File: src/rtl/core/fraction_arith_reduce_top_macros.svh
// assertion helpers shared by the fraction block modules
// each expects i_clk and i_rst_n in the enclosing module
`ifndef FRACTION_ARITH_REDUCE_TOP_MACROS_SVH
`define FRACTION_ARITH_REDUCE_TOP_MACROS_SVH

// same-cycle implication
`define FAR_ASSERT_IMM(lbl, ante, cons, msg) \
    lbl: assert property (@(posedge i_clk) disable iff (!i_rst_n) (ante) |-> (cons)) \
        else $error(msg);

// next-cycle implication
`define FAR_ASSERT_NXT(lbl, ante, cons, msg) \
    lbl: assert property (@(posedge i_clk) disable iff (!i_rst_n) (ante) |=> (cons)) \
        else $error(msg);

`endif

File: src/rtl/core/far_pkg.sv
`default_nettype none

package far_pkg;

    // internal result width
    localparam int WIDE  = 64;
    localparam int CNT_W = $clog2(WIDE);

    // operation codes
    localparam logic [2:0] OP_ADD      = 3'd0;
    localparam logic [2:0] OP_SUB      = 3'd1;
    localparam logic [2:0] OP_MUL      = 3'd2;
    localparam logic [2:0] OP_DIV      = 3'd3;
    localparam logic [2:0] OP_SIMPLIFY = 3'd4;

    // status codes
    localparam logic [1:0] ST_OK       = 2'd0;
    localparam logic [1:0] ST_ZERO_DEN = 2'd1;
    localparam logic [1:0] ST_DIV_ZERO = 2'd2;
    localparam logic [1:0] ST_OVERFLOW = 2'd3;

    localparam logic [WIDE-1:0] TOP_BIT = {1'b1, {(WIDE-1){1'b0}}};

    typedef enum logic [3:0] {
        S_IDLE,
        S_CHECK,
        S_MUL0,
        S_MUL1,
        S_MUL2,
        S_SUM,
        S_SCREEN,
        S_GCD,
        S_DIV,
        S_EMIT
    } t_state;

    typedef enum logic [1:0] {
        MUL_P0,
        MUL_P1,
        MUL_P2
    } t_mul_sel;

    typedef struct packed {
        logic       load;
        logic       mul_en;
        t_mul_sel   mul_sel;
        logic       cap_t0;
        logic       cap_t1;
        logic       sum_en;
        logic       gcd_init;
        logic       gcd_step;
        logic       div_init;
        logic       div_step;
        logic       out_load;
        logic       out_zero;
        logic [1:0] out_code;
    } t_dp_cmd;

    typedef struct packed {
        logic       early;
        logic [1:0] early_code;
        logic       ovf;
        logic       num_zero;
        logic       gcd_done;
        logic       div_last;
    } t_dp_sts;

endpackage

`default_nettype wire

File: src/rtl/core/far_ctrl.sv
`default_nettype none
`include "fraction_arith_reduce_top_macros.svh"

module far_ctrl (
    input  wire               i_clk,
    input  wire               i_rst_n,
    input  wire               i_valid,
    output logic              o_ready,
    output logic              o_valid,
    input  wire               i_ready,
    output far_pkg::t_dp_cmd  o_cmd,
    input  far_pkg::t_dp_sts  i_sts
);
    import far_pkg::*;

    t_state     r_state, n_state;
    logic       r_out_valid, n_out_valid;
    logic       r_zero, n_zero;
    logic [1:0] r_code, n_code;
    logic       w_out_free;

    // output register can take a new item
    assign w_out_free = !r_out_valid || i_ready;

    assign o_ready = (r_state == S_IDLE);
    assign o_valid = r_out_valid;

    // next state and result kind
    always_comb begin
        n_state = r_state;
        n_zero  = r_zero;
        n_code  = r_code;
        unique case (r_state)
            S_IDLE: begin
                if (i_valid) begin
                    n_state = S_CHECK;
                end
            end
            S_CHECK: begin
                if (i_sts.early) begin
                    n_zero  = 1'b1;
                    n_code  = i_sts.early_code;
                    n_state = S_EMIT;
                end else begin
                    n_state = S_MUL0;
                end
            end
            S_MUL0:  n_state = S_MUL1;
            S_MUL1:  n_state = S_MUL2;
            S_MUL2:  n_state = S_SUM;
            S_SUM:   n_state = S_SCREEN;
            S_SCREEN: begin
                if (i_sts.ovf) begin
                    n_zero  = 1'b1;
                    n_code  = ST_OVERFLOW;
                    n_state = S_EMIT;
                end else if (i_sts.num_zero) begin
                    n_zero  = 1'b1;
                    n_code  = ST_OK;
                    n_state = S_EMIT;
                end else begin
                    n_state = S_GCD;
                end
            end
            S_GCD: begin
                if (i_sts.gcd_done) begin
                    n_state = S_DIV;
                end
            end
            S_DIV: begin
                if (i_sts.div_last) begin
                    n_zero  = 1'b0;
                    n_code  = ST_OK;
                    n_state = S_EMIT;
                end
            end
            S_EMIT: begin
                if (w_out_free) begin
                    n_state = S_IDLE;
                end
            end
            default: n_state = S_IDLE;
        endcase
    end

    // datapath commands
    always_comb begin
        o_cmd          = '0;
        o_cmd.mul_sel  = MUL_P0;
        o_cmd.out_zero = r_zero;
        o_cmd.out_code = r_code;
        unique case (r_state)
            S_IDLE:   o_cmd.load = i_valid;
            S_CHECK:  o_cmd.load = 1'b0;
            S_MUL0: begin
                o_cmd.mul_en  = 1'b1;
                o_cmd.mul_sel = MUL_P0;
            end
            S_MUL1: begin
                o_cmd.mul_en  = 1'b1;
                o_cmd.mul_sel = MUL_P1;
                o_cmd.cap_t0  = 1'b1;
            end
            S_MUL2: begin
                o_cmd.mul_en  = 1'b1;
                o_cmd.mul_sel = MUL_P2;
                o_cmd.cap_t1  = 1'b1;
            end
            S_SUM:    o_cmd.sum_en = 1'b1;
            S_SCREEN: o_cmd.gcd_init = !i_sts.ovf && !i_sts.num_zero;
            S_GCD: begin
                o_cmd.gcd_step = !i_sts.gcd_done;
                o_cmd.div_init = i_sts.gcd_done;
            end
            S_DIV:    o_cmd.div_step = 1'b1;
            S_EMIT:   o_cmd.out_load = w_out_free;
            default:  o_cmd.load = 1'b0;
        endcase
    end

    // result valid flag
    always_comb begin
        if (o_cmd.out_load) begin
            n_out_valid = 1'b1;
        end else if (r_out_valid && i_ready) begin
            n_out_valid = 1'b0;
        end else begin
            n_out_valid = r_out_valid;
        end
    end

    always_ff @(posedge i_clk) begin
        if (!i_rst_n) begin
            r_state     <= S_IDLE;
            r_out_valid <= 1'b0;
            r_zero      <= 1'b0;
            r_code      <= ST_OK;
        end else begin
            r_state     <= n_state;
            r_out_valid <= n_out_valid;
            r_zero      <= n_zero;
            r_code      <= n_code;
        end
    end

    `FAR_ASSERT_NXT(a_emit_done, (r_state == S_EMIT) && w_out_free, (r_state == S_IDLE) && r_out_valid, "emitted item not presented")
    `FAR_ASSERT_NXT(a_accept_check, i_valid && o_ready, r_state == S_CHECK, "accepted item not checked")
    `FAR_ASSERT_NXT(a_div_to_emit, (r_state == S_DIV) && i_sts.div_last, (r_state == S_EMIT) && !r_zero, "division end lost")

endmodule

`default_nettype wire

File: config.mk
export PLATFORM = sky130hd
export DESIGN_NAME = far_ctrl
export DESIGN_NICKNAME = d
export VERILOG_FILES = /design/src/rtl/core/far_pkg.sv /design/src/rtl/core/far_ctrl.sv
export VERILOG_INCLUDE_DIRS = /design/src /design/src/rtl/core
export SDC_FILE = /design/constraint.sdc
export NUM_CORES = 1
export LEC_CHECK = 0
export BUFFER_PORTS_ARGS = -buffer_cell sky130_fd_sc_hd__buf_2
export CORE_UTILIZATION = 40
export CTS_CLUSTER_SIZE = 10
export DETAILED_ROUTE_END_ITERATION = 8
export PLACE_DENSITY = 0.69
export RECOVER_POWER = 100
export SLEW_MARGIN = 20
export SYNTH_ARGS = -nofsm -noshare
export SYNTH_HDL_FRONTEND = slang
export SYNTH_SLANG_ARGS = --single-unit
File: constraint.sdc
create_clock -name i_clk -period 2.25 [get_ports i_clk]
set_input_delay 0.225 -clock i_clk [delete_from_list [all_inputs] [get_ports i_clk]]
set_output_delay 0.225 -clock i_clk [all_outputs]
set_load 0.02 [all_outputs]
**After elaboration in Yosys (flattened, before gate mapping)**

Cells that the tools add are included.

- Register bits after elaboration: 8
- Input port bits: 11
- Output and inout bits: 17
- Word-level logic and storage cells: 60

- Equal/unequal tests: 15
- Multiplexer cells: 29
- Reduce and logical (&&, ||, !) cells: 12

Operators by type and width:

| cell | number |
|---|---|
| $pmux W4 S10 | 1 |
| $mux W4 | 7 |
| $eq A4 B3 Y1 const B | 4 |
| $mux W1 | 13 |
| $mux W2 | 5 |
| $ne A2 B2 Y1 const B | 5 |
| $pmux W3 S3 | 1 |
| $eq A4 B2 Y1 const B | 2 |
| $eq A4 B4 Y1 const B | 2 |
| $reduce_and A4 Y1 | 2 |
| $pmux W2 S3 | 1 |
| $eq A4 B1 Y1 const B | 1 |
| $logic_not A1 Y1 | 4 |
| $logic_not A4 Y1 | 1 |
| $ne A3 B3 Y1 const B | 1 |
| $pmux W1 S3 | 1 |
| $reduce_bool A3 Y1 | 1 |
| $logic_and A1 B1 Y1 | 2 |
| $reduce_bool A2 Y1 | 1 |
| $logic_or A1 B1 Y1 | 1 |

**Longest topological paths before layout**

- Depth in word-level cells: 4
- Depth in mapped cells: 6
- Depth with buffers taken out: 4

**Worst setup path before layout**

Ideal clock, no wire load.

- Path type: register -> output
- Start: register r_state[1]
- End: output o_cmd[12] in the netlist's numbering
- Data arrival time: 1.408 ns
- Data required time: 2.025 ns
- Slack: 0.617 ns
- Cell stages (with the launch flop): 5
- Buffers on the path: 3
- Path through: dfxtp_1 > buf_2 > buf_2 > nor3_1 > buf_4

RTL lines:

| element | RTL line | RTL |
|---|---|---|
| start: declaration | far_ctrl.sv:16 | `t_state r_state, n_state;` |
| start signal: assignment | far_ctrl.sv:139 | `r_state <= n_state;` |
| end: declaration | far_ctrl.sv:11 | `output far_pkg::t_dp_cmd o_cmd,` |

==> results.md <==
* Root Driver: clkbuf_4
* Ys Warns at 0
* Crit share post-route at 83.4%
* Pins Over Slew Limit at 0
* Comb pwr share at between 30% and 40%
* Leading area contributor after synthesis: dfxtp_1
* Final hold slack at 265 ps
* First-pass GRT wire length at around 2400 um
* Total clock sinks at 8
* Post-Route Setup TNS at 0 ps
* Worst vdd ir at 0.000347 V
* Initial Util at 42.9%
* Crit path kind: register to output port
* Worst slew margin at 62.7%
* Placed wire-length estimate at 1080 um
* Nets at 119
* Synth area leaders: dfxtp_1 (25%), a21oi_1 (6.2%), nand2_1 (5.2%), nor3_1 (3.9%), nor4b_4 (3.7%)
* WP data arrival at between 1500 and 2000 ps
* Pin count of the biggest net entering global routing at 19
* GP Congestion at between 0.8 and 0.9
* Clock period minus final worst setup slack at 1880 ps
* CTS max path bufs at 2
* Clk slew on worst S/H paths at 60 ps
* H-tree Lvls at 1
* Number of vias per cell at approximately 5.5
* Fmax at 533 MHz
* Maxcap violations at 0
* Busiest layer in global routing: met1
* Commonest non-fill, non-tap cell in the layout: clkbuf_1
* Yosys top cell area share at around a quarter
* Iter 0 DRT Violations at 15
* Num CTS Buffers at 3
* GRT Total Usage at between 10% and 20%
* Final count of negative-setup-slack endpoints at 0
* Clk pwr share at 23.1%
* Core region area at 0.00151 mm^2
* Die Wd at 42.2 um
* Synth Register Bits at 8
* Syn Nets at 95
* DR vias at approximately 670
* Non-filler cells, final at between 100 and 150
* Post-synth EDFFs at 0
* Final ANT Viol Nets at 0
* Met1 Resource Use GR at roughly a quarter
* Leak Pwr at 0.279 nW
* Sw power at 0.000187 W
* Diode count at 0
* GRT met3 Usage at approximately 7.3%
* Routed wire length at 1380 um
* Drt drc at 0
* Worst slack, placed at 599 ps
* Power per Cell Area at 653 mW/mm^2
* Num ports at 28
* Drt first pass iters at 4
* Sequential power share at 41.9%
* CTS tree: built
* Switching Fraction at approximately 40%
* Layout area overhead at 12.0%
* Hold Crit Class: input port to register
* RSZ-0062 raised after global routing: no
* Power Internal at between 0.0002 and 0.0003 W
* Final Hold Fails at 0
* Most frequent cells in the layout: clkbuf_1 (14), buf_2 (13), nand2_1 (10)
* DR WL/cell at 11.3 um
* Layout cells sized above 1 at 19.8%
* PortBufs at 27
* Final Skew at 10.9 ps
* Ys async rst share at 0%
* Die area at 0.00178 mm^2
* FP Rows at 14
* Syn Inst Count at 84
* Max FO, Critical Path at 18
* CP required at 2030 ps
* Die Ht at 42.2 um
* Slew at the pin with the worst max-slew slack at 559 ps
* Vias in the first global route at 543
* Element type at the critical path end: output port
* Outcome: complete, no violations
* Mean Syn Cell Area at 7.69 um^2
* Placed Instances at between 100 and 150
* Post-synthesis sequential area ratio at 24.8%
* CTS Hold Bufs at 0
* Clk Latency, worst-skew pair at 260 ps
* Gr ovfl total at 0
* GR Util met2 at 23.4%
* Setup bufs post-CTS at 0
* Crit start category: register
* Ys flop type: dfxtp_1
* PostCTS Resize Cnt at 0
* Final core occ at approximately half
* Final WS setup at about 370 ps
* Synth Cell Area at about 650 um^2
* Initial antenna violation count at 0
* Yosys cell types at 33
[final timing paths]
check / cells after the start / slack, ps / endpoint / startpoint
hold reg to reg: 2 / 460 / r_code[0] / r_code[0]
setup reg to reg: 4 / 560 / r_code[1] / r_state[1]
hold / removal: 3 / 260 / r_state[0] / i_valid
setup / recovery: 3 / 370 / o_cmd[6] / r_state[1]
[cell type report]
class	count	area, um^2
Tap cell	16	20.0
Inverter	5	18.8
Clock buffer	3	22.5
Fill cell	178	783
Sequential cell	8	160
Timing Repair Buffer	27	118
Multi-Input combinational cell	63	384
[metal layers]
layer / share of wire (%) / vias to the layer above
li1: - / 345
met1: 46 / 295
met2: 46 / 23
met3: 7.1 / 2
met4: 0.58 / 0
met5: 0 / -
[synth_stat cells (3+ instances only)]
cell type	count
o21ai_0	4
nor2b_1	3
inv_1	5
nand2_1	9
a21oi_1	8
nor3_1	5
nand2b_1	3
nor2_1	5
buf_2	3
buf_4	3
dfxtp_1	8
[power by group through the flow]
stage	sequential (W)	combinational (W)	clock (W)
after floorplan	0.000180	0.000164	0
after global placement	0.000203	0.000175	0
after detailed placement	0.000205	0.000175	0
after CTS	0.000202	0.000176	0.000112
after global routing	0.000202	0.000184	0.000128
final	0.000198	0.000165	0.000109
[state kept, by name (all words and copies together) (netlist names)]
signal	count
r_state	4
r_code	2
o_valid	1
r_zero	1
[worst max-delay path: stages, from the launching register on]
cell and delay (ps):
dfxtp_1 670, nand2_1 200, nor3_1 300, buf_2 220
[cell families after synthesis]
group           synth area share, %
flops                          24.8
simple gates                   38.4
mux                            3.10
compound gates                 21.5
buf+inv                        12.2
[through the flow]
step	cell area (um^2)	power, W
3_3_place_gp	741	0.000378
3_5_place_dp	741	0.000380
2_1_floorplan	646	0.000344
5_1_grt	723	0.000514
6_report	723	0.000472
4_1_cts	763	0.000490
(Power assumes the default switching activity.)
